### src/hdl/rls_pkg.sv
// Package with types, codes and constants of the request statistics block.
package rls_pkg;

    localparam int DEF_RING_DEPTH = 1024;
    localparam int QUEUE_DEPTH    = 4;

    localparam int LAT_W  = 47;
    localparam int CNT_W  = 64;
    localparam int IN_TDATA_W  = 128;
    localparam int IN_TUSER_W  = 2;
    localparam int OUT_TDATA_W = 576;
    localparam int RES_W       = 572;

    localparam logic [15:0] STATUS_GOOD_LO = 16'd200;
    localparam logic [15:0] STATUS_GOOD_HI = 16'd400;
    localparam int PCT_95  = 95;
    localparam int PCT_99  = 99;
    localparam int PCT_ALL = 100;

    localparam logic [1:0] CMD_RECORD   = 2'd0;
    localparam logic [1:0] CMD_SNAPSHOT = 2'd1;
    localparam logic [1:0] CMD_CLEAR    = 2'd2;
    localparam logic [1:0] CMD_UNUSED   = 2'd3;

    // One queued operation, already decoded by the front end.
    typedef struct packed {
        logic [1:0]       kind;
        logic             good;
        logic [LAT_W-1:0] lat;
        logic [31:0]      bytes_out;
        logic [31:0]      bytes_in;
    } t_op;

    // Snapshot result; the last member sits in the lowest bits.
    typedef struct packed {
        logic [LAT_W-1:0] latency_p99;
        logic [LAT_W-1:0] latency_p95;
        logic [LAT_W-1:0] latency_max;
        logic [LAT_W-1:0] latency_min;
        logic [CNT_W-1:0] latency_total;
        logic [CNT_W-1:0] received_total;
        logic [CNT_W-1:0] sent_total;
        logic [CNT_W-1:0] bad_requests;
        logic [CNT_W-1:0] good_requests;
        logic [CNT_W-1:0] req_total;
    } t_result;

endpackage

### src/hdl/rls_fifo.sv
// Short operation queue between the front end and the back end.
module rls_fifo import rls_pkg::*; (
    input  logic i_clk,
    input  logic i_rst_n,
    input  logic i_push,
    input  t_op  i_push_op,
    output logic o_full,
    input  logic i_pop,
    output t_op  o_pop_op,
    output logic o_valid
);

    localparam int PW = $clog2(QUEUE_DEPTH);
    localparam int NW = $clog2(QUEUE_DEPTH + 1);

    t_op           r_entry [QUEUE_DEPTH];
    logic [PW-1:0] r_wptr;
    logic [PW-1:0] r_rptr;
    logic [NW-1:0] r_cnt;

    assign o_full   = (r_cnt == NW'(QUEUE_DEPTH));
    assign o_valid  = (r_cnt != '0);
    assign o_pop_op = r_entry[r_rptr];

    always_ff @(posedge i_clk) begin
        if (i_push) begin
            r_entry[r_wptr] <= i_push_op;
        end
    end

    always_ff @(posedge i_clk) begin
        if (!i_rst_n) begin
            r_wptr <= '0;
            r_rptr <= '0;
            r_cnt  <= '0;
        end else begin
            if (i_push) begin
                r_wptr <= r_wptr + 1'b1;
            end
            if (i_pop) begin
                r_rptr <= r_rptr + 1'b1;
            end
            if (i_push && !i_pop) begin
                r_cnt <= r_cnt + 1'b1;
            end else if (!i_push && i_pop) begin
                r_cnt <= r_cnt - 1'b1;
            end
        end
    end

endmodule

### config.mk
export PLATFORM = sky130hd
export DESIGN_NAME = rls_fifo
export DESIGN_NICKNAME = d
export VERILOG_FILES = /design/src/hdl/rls_pkg.sv /design/src/hdl/rls_fifo.sv
export SDC_FILE = /design/constraint.sdc
export NUM_CORES = 1
export LEC_CHECK = 0
export ABC_AREA = 1
export BUFFER_PORTS_ARGS = -buffer_cell sky130_fd_sc_hd__buf_2
export CORE_AREA = 3 3 246 248
export DETAILED_ROUTE_END_ITERATION = 10
export DIE_AREA = 0 0 249 251
export PLACE_DENSITY = 0.48
export SYNTH_ARGS = -nofsm -noshare
export SYNTH_HDL_FRONTEND = slang
export SYNTH_SLANG_ARGS = --single-unit
### constraint.sdc
create_clock -name i_clk -period 4.7 [get_ports i_clk]
set_input_delay 0.235 -clock i_clk [delete_from_list [all_inputs] [get_ports i_clk]]
set_output_delay 0.235 -clock i_clk [all_outputs]
set_load 0.02 [all_outputs]
==> metrics <==
status finished clean; routability cong. 0.699; endpoint class of the critical path output pin; Netlist cell types 23; Pre-antenna DRT Iters 4; worst reg2reg endpoint r_entry[0][76]$_DFFE_PP_; EDFF count, synth between 400 and 500; Gate power share 0.103; fin crit period 3.07 ns; Synth-to-Final Area Change 26.5%; hold_sp i_push_op[37]; Clk Latency, worst-skew pair between 0.5 and 0.6 ns; post-synthesis adder-cell area fraction 0.00474; setup ws final approximately 1.6 ns; Detailed Route WL 42.6 mm; Worst Path Required 4.47 ns; most instantiated cells after synthesis edfxtp_1 (456), nor2_1 (234), o21ai_0 (117), o21ai_1 (117), o22ai_1 (114); CTS sink count roughly 470; CTS tree built; final setup violation count 0; DIE AREA approximately 0.062 mm²; residual DRC count 0; clock buffer depth 3; Ys Warns 0; Clock Skew 0.00878 ns; Die Y-Extent 251 µm; Place WS between 2 and 2.5 ns; maximum number of pins on one net before global-route repair between 150 and 200; Post-Route Utilization 0.376; Compound-Gate Fraction of Synth Area 0.109; worst r2r src r_wptr[0]$_SDFFE_PN0P_; vias in the first global route 10,839; Core Area 0.0587 mm²; Slew Viols, Final 0; Post-CTS Setup Bufs 0; initial antenna violation count 3; # fillers roughly 5,600; most used flip-flop cell after synthesis edfxtp_1; Top Ports 234; Worst-path clk slew 0.06 ns; sequential share of the synthesized area 0.796; Crit path depth 5; Area contributors post-synth edfxtp_1 (79%), nor2_1 (5.0%), o22ai_1 (4.1%); power per cell area 448 mW/mm²; arrival time worst endpoint 2.83 ns; Port Buffers 233; Final Hold Violating Endpoints 0; clock share of power 0.413; post-route ant nets 0; setup_tns 0 ns; Post-Syn Area 0.0174 mm²; reg2reg path depth 5; Mapped Nets 1,285; WHS 0.414 ns; 1st-iter DRT viols roughly 650; grt ovf 0; mux share of post-synthesis cell area 0; Synth Area in XOR/XNOR 0; hold path depth 2; simple-gate portion of the synthesized area 0.0535; area leader, netlist edfxtp_1; Slew headroom 0.322; Tcrit/Tclk final 0.652; Bufs and invs on worst path 3; share of layout cells above drive strength 1 0.217; DR vias/cell 4.60; Net Sw Frac 0.237; Root Driver clkbuf_16; most frequent cell after synthesis edfxtp_1; Max FO, Critical Path around 160; first-pass GRT wire length 65.0 mm; Syn Area/Cell 15.0 µm²; CP max stage cell inv_8; max-cap check violation count 0; FF-to-FF setup slack approximately 2.5 ns; Lkg Pwr about 7.7 nW; ys async rst share 0; critical path class flop to output pin; pin slew with the least headroom to its limit about 1.0 ns; RSZ-0062 raised after global routing false; Routed WL per cell 18.4 µm; die span in x roughly 250 µm; top cell type's share of synthesized area 0.785; Worst Hold Path EP r_entry[1][37]$_DFFE_PP_; crit start category flop; Reg power frac 0.485; maximum VDD drop 0.000289 V; internal cell power 7.53 mW; vias after detailed routing 10,681; gr usage total 0.134; Seq cells post-synth 465; CTS H-tree depth 2; synthesized instance count 1,161; Final HPWL DP around 23 mm; fin nets roughly 1,600; Switch Pwr 2.34 mW; Hold WC Path Type input port to flop; Worst path max stage delay 0.70 ns; CP top delay family buffers and inverters; crit-path cells inv_8 > buf_12 > nor2_1 > o22ai_1 > buf_2; fmax roughly 330 MHz; largest family of logic cells by synthesized area compound AO/OA/AOI/OAI gates; num rows 89; Starting Density 0.297; CTS buffer count 51
## sequential cells by signal, summed over array words and instances, names as in the netlist, named ones only
signal and count:
r_wptr 2, r_cnt 3, r_entry 456, r_rptr 2
## cells in the final DEF, fill, tap and decap left out
cell type        n
a21oi_1          4
buf_12           1
buf_2          233
buf_4           14
bufinv_16        7
clkbuf_1         6
clkbuf_16       53
clkbuf_8         2
clkinv_1        10
clkinv_2        12
clkinv_4         1
clkinvlp_4       2
dfxtp_1          7
dfxtp_4          2
diode_2          1
dlygate4sd3_1  117
edfxtp_1       456
fa_1             1
ha_1             5
inv_1           11
inv_6            7
inv_8            1
nand2_1         10
nand3_1          1
nand4_1          1
nor2_1         234
nor3_1           1
o21ai_0        117
o21ai_1        117
o22ai_1        114
## power groups by stage
stage / combinational, mW / clock, mW / sequential (mW)
after floorplan: 0.592 / 0 / 4.88
after global placement: 0.949 / 0 / 4.87
after detailed placement: 0.959 / 0 / 4.87
after CTS: 1.04 / 4.21 / 4.79
after global routing: 1.12 / 4.39 / 4.80
final: 1.01 / 4.08 / 4.79
## repair_timing
action / CTS / global route
hold endpoints to repair: 465 / 0
hold buffers: 117 / 0
resized for setup: 0 / 0
## cell type report
class / instances / area [µm²] / share of cell area
multi-input combinational: 605 / 2920 / 0.132
clock inverter: 34 / 349 / 0.0158
sequential: 465 / 13900 / 0.629
inverter: 17 / 96.3 / 0.00437
clock buffer: 61 / 1380 / 0.0624
antenna: 1 / 2.50 / 0.000113
tap: 773 / 967 / 0.0439
timing repair buffer: 365 / 2460 / 0.112
## kinds of logic after synthesis
kind of cell | Yosys count
AO/OA/AOI/OAI | 352
adder cells (fa/ha/maj) | 6
buffers and inverters | 91
flip-flops | 465
AND/OR/NAND/NOR | 247
## metal layers
layer | vias to the layer above | part of all wire | GRT usage
met3 | 72 | 0.063 | 0.0380
met5 | - | 0.00049 | 0
met2 | 255 | 0.47 | 0.221
met4 | 4 | 0.022 | 0.0362
li1 | 5106 | - | -
met1 | 5244 | 0.44 | 0.174
## stage by stage
stage               area [µm²]  total power, mW  instances
floorplan                17400             5.47       1161
global placement         19200             5.82       2108
detailed placement       19200             5.83       2108
CTS                      22100             10.0       2320
global route             22100             10.3       2320
finish                   22100             9.88       2321
## worst max path at each step
stage	slack [ns]	startpoint	endpoint
2_1_floorplan	1.45	r_wptr[0]$_SDFFE_PN0P_	r_entry[2][0]$_DFFE_PP_
3_3_place_gp	2.28	flop	o_pop_op[16]
3_5_place_dp	2.25	flop	o_pop_op[16]
4_1_cts	1.60	flop	o_pop_op[16]
5_1_grt	1.46	flop	o_pop_op[16]
6_report	1.63	flop	o_pop_op[16]
## worst reg2reg max path, cell delays in order (launching register included)
cell     delay (ns)
dfxtp_1        0.33
inv_1          0.13
ha_1           0.16
nand2_1        0.10
inv_6          0.48
buf_4          0.60
Power figures use the tool's default switching activity.
