File: src/hdl/rls_pkg.sv
// Package with types, codes and constants of the request statistics block.
package rls_pkg;

    localparam int DEF_RING_DEPTH = 1024;
    localparam int QUEUE_DEPTH    = 4;

    localparam int LAT_W  = 47;
    localparam int CNT_W  = 64;
    localparam int IN_TDATA_W  = 128;
    localparam int IN_TUSER_W  = 2;
    localparam int OUT_TDATA_W = 576;
    localparam int RES_W       = 572;

    localparam logic [15:0] STATUS_GOOD_LO = 16'd200;
    localparam logic [15:0] STATUS_GOOD_HI = 16'd400;
    localparam int PCT_95  = 95;
    localparam int PCT_99  = 99;
    localparam int PCT_ALL = 100;

    localparam logic [1:0] CMD_RECORD   = 2'd0;
    localparam logic [1:0] CMD_SNAPSHOT = 2'd1;
    localparam logic [1:0] CMD_CLEAR    = 2'd2;
    localparam logic [1:0] CMD_UNUSED   = 2'd3;

    // One queued operation, already decoded by the front end.
    typedef struct packed {
        logic [1:0]       kind;
        logic             good;
        logic [LAT_W-1:0] lat;
        logic [31:0]      bytes_out;
        logic [31:0]      bytes_in;
    } t_op;

    // Snapshot result; the last member sits in the lowest bits.
    typedef struct packed {
        logic [LAT_W-1:0] latency_p99;
        logic [LAT_W-1:0] latency_p95;
        logic [LAT_W-1:0] latency_max;
        logic [LAT_W-1:0] latency_min;
        logic [CNT_W-1:0] latency_total;
        logic [CNT_W-1:0] received_total;
        logic [CNT_W-1:0] sent_total;
        logic [CNT_W-1:0] bad_requests;
        logic [CNT_W-1:0] good_requests;
        logic [CNT_W-1:0] req_total;
    } t_result;

endpackage

File: src/hdl/rls_front.sv
// Front end: accepts input words, decodes the command and classifies requests.
module rls_front import rls_pkg::*; (
    input  logic                  i_s_tvalid,
    output logic                  o_s_tready,
    input  logic [IN_TDATA_W-1:0] i_s_tdata,
    input  logic [IN_TUSER_W-1:0] i_s_tuser,
    input  logic                  i_q_full,
    output logic                  o_q_push,
    output t_op                   o_q_op
);

    logic [15:0] resp_status;
    logic [47:0] latency_us;

    assign resp_status = i_s_tdata[15:0];
    assign latency_us  = i_s_tdata[63:16];
    assign o_s_tready  = !i_q_full;

    always_comb begin
        o_q_op.kind      = i_s_tuser;
        o_q_op.good      = (resp_status >= STATUS_GOOD_LO) && (resp_status < STATUS_GOOD_HI);
        // Negative latencies count as zero.
        o_q_op.lat       = latency_us[47] ? '0 : latency_us[LAT_W-1:0];
        o_q_op.bytes_out = i_s_tdata[95:64];
        o_q_op.bytes_in  = i_s_tdata[127:96];
        unique case (i_s_tuser)
            CMD_RECORD, CMD_SNAPSHOT, CMD_CLEAR: o_q_push = i_s_tvalid && !i_q_full;
            CMD_UNUSED:                          o_q_push = 1'b0;
            default:                             o_q_push = 1'b0;
        endcase
    end

endmodule

File: config.mk
export PLATFORM = sky130hd
export DESIGN_NAME = rls_front
export DESIGN_NICKNAME = d
export VERILOG_FILES = /design/src/hdl/rls_pkg.sv /design/src/hdl/rls_front.sv
export SDC_FILE = /design/constraint.sdc
export NUM_CORES = 1
export LEC_CHECK = 0
export BUFFER_PORTS_ARGS = -buffer_cell sky130_fd_sc_hd__buf_2
export CELL_PAD_IN_SITES_DETAIL_PLACEMENT = 0
export CELL_PAD_IN_SITES_GLOBAL_PLACEMENT = 1
export CORE_AREA = 2 2 95 97
export DETAILED_ROUTE_END_ITERATION = 8
export DIE_AREA = 0 0 97 99
export PLACE_DENSITY = 0.89
export SLEW_MARGIN = 20
export SYNTH_ARGS = -nofsm -noshare
export SYNTH_HDL_FRONTEND = slang
export SYNTH_SLANG_ARGS = --single-unit
File: constraint.sdc
create_clock -name vclk -period 1.8
set_clock_uncertainty 0.05 [all_clocks]
set_input_delay 0.36 -clock vclk [all_inputs]
set_output_delay 0.36 -clock vclk [all_outputs]
set_load 0.02 [all_outputs]
==> flow_metrics.env, run 1 <==
export IMPL_final_nets=307
export IMPL_muxShareOfSynthArea=0
export IMPL_cp_slowest_cell="o311ai_0"
export IMPL_synth_top_family_by_area="buffers and inverters"
export IMPL_seq_area_frac_synth=0
export IMPL_powerDensity_mw_per_mm2=250
export IMPL_path_common_cell="buf_2"
export IMPL_seq_area_sq_um=0
export IMPL_seq_cells=0
export IMPL_grt_pass1_vias=918
export IMPL_drtPass1Iterations=2
export IMPL_yosys_warnings=0
export IMPL_timing_critical_path_buf_inv=2
export IMPL_post_drt_wl_per_cell_um=12.9
export IMPL_grt_pass1_wl_um=4980
export IMPL_hold_violations=0
export IMPL_tightest_slew_ps=399
export IMPL_die_area_sq_mm=0.00960
export IMPL_hp_class="in -> out"
export IMPL_post_cts_setup_buffers=0
export IMPL_final_cell_mix="buf_2 (117), nor2b_1 (41), and2b_1 (6)"
export IMPL_design_area_sq_mm=0.00110
export IMPL_grt_max_degree=48
export IMPL_vias=901
export IMPL_diodes=0
export IMPL_synthAdderAreaFrac=0
export IMPL_core_sq_mm=0.00855
export IMPL_required_ps=1390
export IMPL_n_fill_cell=999
export IMPL_utilization=0.128
export IMPL_relSlewSlack=0.731
export IMPL_rsz0062_at_grt="false"
export IMPL_finalWeightedCongestion=0.745
export IMPL_endpoint_kind="output pin"
export IMPL_synth_xor_area_frac=0
export IMPL_drc=0
export IMPL_ys_types=13
export IMPL_final_setup_tns_ps=0
export IMPL_path_cells="buf_2 -> o311ai_0 -> o2111a_1 -> buf_2"
export IMPL_crit_type="in -> out"
export IMPL_critPathTopFamily="compound AO/OA/AOI/OAI gates"
export IMPL_synthSimpleGateAreaFrac=0.369
export IMPL_slew_viol_final=0
export IMPL_syn_inst=126
export IMPL_drive_gt1_frac=0.682
export IMPL_row_count=34
export IMPL_maxCapViolCount=0
export IMPL_drt_initial_drc_count=9
export IMPL_holdBufCountCts=0
export IMPL_grt_overflow=0
export IMPL_cp_max_fo=2
export IMPL_grt_usage=0.0643
export IMPL_min_period_ps=1680
export IMPL_synth_nets=258
export IMPL_avgSynthCellArea_sq_um=6.95
export IMPL_hold_end="o_q_op[21]"
export IMPL_port_buffers=117
export IMPL_totalPowerFinal_mw=0.274
export IMPL_die_w_um=97
export IMPL_start_util=0.102
export IMPL_fp_dieH_um=99
export IMPL_max_stage_delay_ps=400
export IMPL_syn2layout_area_growth_pct=25.3
export IMPL_clkbuf_count=0
export IMPL_vdd_ir_drop_worst_mv=0.0418
export IMPL_viasPerCell=3.21
export IMPL_status="completed"
export IMPL_setup_viol=0
export IMPL_fmax_mhz=595
export IMPL_synth_area_sq_um=876
export IMPL_p_leak_nw=0.657
export IMPL_antenna_found_initial=0
export IMPL_place_area_sq_mm=0.00110
export IMPL_fin_crit_sh=0.933
export IMPL_hold_start="i_s_tdata[117]"
export IMPL_drt_total_wl_um=3630
export IMPL_whs_ps=670
export IMPL_critPathArrivalTime_ps=1270
export IMPL_io_pins=248
export IMPL_post_cts_resized=0
export IMPL_hold_depth=0
export IMPL_synth_compound_area_frac=0.0343
export IMPL_crit_path_start_kind="primary input"
export IMPL_final_common_cell="buf_2"
export IMPL_ant_nets=0
cells by family (layout without fill, tap and decap cells):
kind of cell / after synthesis / after routing
simple gates: 51 / 51
compound gates: 3 / 3
buf+inv: 72 / 119
final cells by class:
type                       instances  area [sq um]  area share
inverter                           1          3.75     0.00342
multi-input combinational         54           353       0.322
tap                              108           135       0.123
timing repair buffer             118           606       0.552
worst max-delay path by stage:
stage,from,end,slack (ps),cells after the start
floorplan,i_s_tdata[6],o_q_op[111],390,2
global placement,i_s_tdata[5],o_q_op[111],220,4
detailed placement,i_s_tdata[6],o_q_op[111],110,4
CTS,i_s_tdata[6],o_q_op[111],90,4
global route,i_s_tdata[6],o_q_op[111],20,4
finish,i_s_tdata[6],o_q_op[111],120,4
through the flow:
stage	setup WS (ps)	cells
finish	120	281
global route	24.5	281
CTS	94.7	281
detailed placement	109	281
global placement	224	281
floorplan	394	126
synth_stat cells:
library cell  instances  share of area
nand2_1               1         0.0043
o2111a_1              1          0.013
o311ai_0              1          0.010
inv_1                 1         0.0043
o311a_1               1          0.011
buf_2                 4          0.023
nor3_1                1         0.0057
nor2b_1              41           0.29
buf_4                66           0.57
clkbuf_1              1         0.0043
nor4_1                1         0.0071
and3_1                1         0.0071
and2b_1               6          0.051
where the power goes:
part           total [mW]  switching (mW)  internal (mW)  leakage, nW
combinational       0.274           0.151          0.123        0.657
clock                   0               0              0            0
sequential              0               0              0            0
metal layers:
layer  up-vias  wire, um  track usage
met5         -         0            0
met4         0       167       0.0271
met3        30       517       0.0284
met2        74      1750        0.121
met1       384      1190       0.0608
li1        413         -            -
Note: power is estimated with default switching activity, not from simulation.
==> inputs of run 2 (changes only) <==
--- a/config.mk
+++ b/config.mk
@@ -11,6 +11,7 @@
 export CORE_AREA = 2 2 95 97
 export DETAILED_ROUTE_END_ITERATION = 8
 export DIE_AREA = 0 0 97 99
+export MAX_ROUTING_LAYER = met4
 export PLACE_DENSITY = 0.89
 export SLEW_MARGIN = 20
 export SYNTH_ARGS = -nofsm -noshare
==> flow_metrics.env, run 2 (synthesized netlist as in run 1, its figures left out) <==
export IMPL_power_switching_share=0.551
export IMPL_fp_dieH_um=99
export IMPL_fmax_mhz=593
export IMPL_powerDensity_mw_per_mm2=250
export IMPL_path_common_cell="buf_2"
export IMPL_crit_path_start_kind="primary input"
export IMPL_finalWeightedCongestion=0.754
export IMPL_power_frac_seq=0
export IMPL_drive_gt1_frac=0.682
export IMPL_post_drt_wl_per_cell_um=12.9
export IMPL_crit_type="in -> out"
export IMPL_required_ps=1390
export IMPL_antenna_found_initial=0
export IMPL_p_clk_frac=0
export IMPL_busiest_layer="met2"
export IMPL_hold_violations=0
export IMPL_final_cell_mix="buf_2 (117), nor2b_1 (41), and2b_1 (6)"
export IMPL_status="completed"
export IMPL_grt_pass1_wl_um=4990
export IMPL_grt_util_met3=0.0234
export IMPL_vias=898
export IMPL_grt_usage=0.0663
export IMPL_die_area_sq_mm=0.00960
export IMPL_slew_viol_final=0
export IMPL_max_stage_delay_ps=410
export IMPL_diodes=0
export IMPL_grtUsageMet2=0.120
export IMPL_final_nets=307
export IMPL_drtPass1Iterations=3
export IMPL_cp_max_fo=2
export IMPL_place_area_sq_mm=0.00110
export IMPL_holdBufCountCts=0
export IMPL_design_area_sq_mm=0.00110
export IMPL_row_count=34
export IMPL_start_util=0.102
export IMPL_final_setup_tns_ps=0
export IMPL_post_cts_resized=0
export IMPL_setup_viol=0
export IMPL_post_cts_setup_buffers=0
export IMPL_seq_cells=0
export IMPL_critPathTopFamily="compound AO/OA/AOI/OAI gates"
export IMPL_grt_pass1_vias=919
export IMPL_power_frac_comb=1.000
export IMPL_n_fill_cell=999
export IMPL_fin_crit_sh=0.937
export IMPL_p_int_mw=0.123
export IMPL_path_cells="buf_2 -> o311ai_0 -> o2111a_1 -> buf_2"
export IMPL_endpoint_kind="output pin"
export IMPL_relSlewSlack=0.725
export IMPL_ant_nets=0
export IMPL_io_pins=248
export IMPL_drt_total_wl_um=3640
export IMPL_grt_max_degree=48
export IMPL_seq_area_sq_um=0
export IMPL_tightest_slew_ps=407
export IMPL_syn2layout_area_growth_pct=25.3
export IMPL_drc=0
export IMPL_viasPerCell=3.20
export IMPL_drt_initial_drc_count=9
export IMPL_timing_critical_path_buf_inv=2
export IMPL_vdd_ir_drop_worst_mv=0.0416
export IMPL_min_period_ps=1690
export IMPL_die_w_um=97
export IMPL_core_sq_mm=0.00855
export IMPL_grt_overflow=0
export IMPL_rsz0062_at_grt="false"
export IMPL_maxCapViolCount=0
export IMPL_hp_class="in -> out"
export IMPL_pre_cts_ws_ps=109
export IMPL_clkbuf_count=0
export IMPL_p_leak_nw=0.657
export IMPL_p_switching_mw=0.151
export IMPL_cp_slowest_cell="o311ai_0"
export IMPL_critPathArrivalTime_ps=1280
export IMPL_layout_setup_ws_ps=114
export IMPL_grt_util_met1=0.0650
export IMPL_totalPowerFinal_mw=0.274
export IMPL_port_buffers=117
export IMPL_final_common_cell="buf_2"
-- run 2: cell counts in the layout (fill, tap and decap cells not counted) --
Identical to the previous run, type by type.
-- run 2: stage by stage --
step | utilization | hold slack (ps) | std cells
floorplan | - | 751 | 126
global placement | 0.128 | 670 | 281
detailed placement | 0.128 | 670 | 281
CTS | 0.128 | 670 | 281
global route | 0.128 | 670 | 281
finish | 0.128 | 670 | 281
-- run 2: per-layer routing --
layer	vias to the layer above	share of wire
li1	413	-
met1	381	0.34
met2	74	0.48
met3	30	0.13
met4	0	0.046
met5	-	0
-- run 2: final timing paths --
check,startpoint,to,cells after the start
hold / removal,i_s_tdata[117],o_q_op[21],0
setup / recovery,i_s_tdata[6],o_q_op[111],4
-- run 2: cell type report --
type | count | area, sq um | share of cell area
inverter | 1 | 3.75 | 0.00342
timing repair buffer | 118 | 606 | 0.552
tap | 108 | 135 | 0.123
multi-input combinational | 54 | 353 | 0.322
-- run 2: power by group through the flow --
| stage | clock network, mW | registers (mW) | logic, mW |
|---|---|---|---|
| after detailed placement | 0 | 0 | 0.280 |
| after global placement | 0 | 0 | 0.274 |
| after floorplan | 0 | 0 | 0.350 |
| after global routing | 0 | 0 | 0.297 |
| after CTS | 0 | 0 | 0.281 |
| final | 0 | 0 | 0.274 |
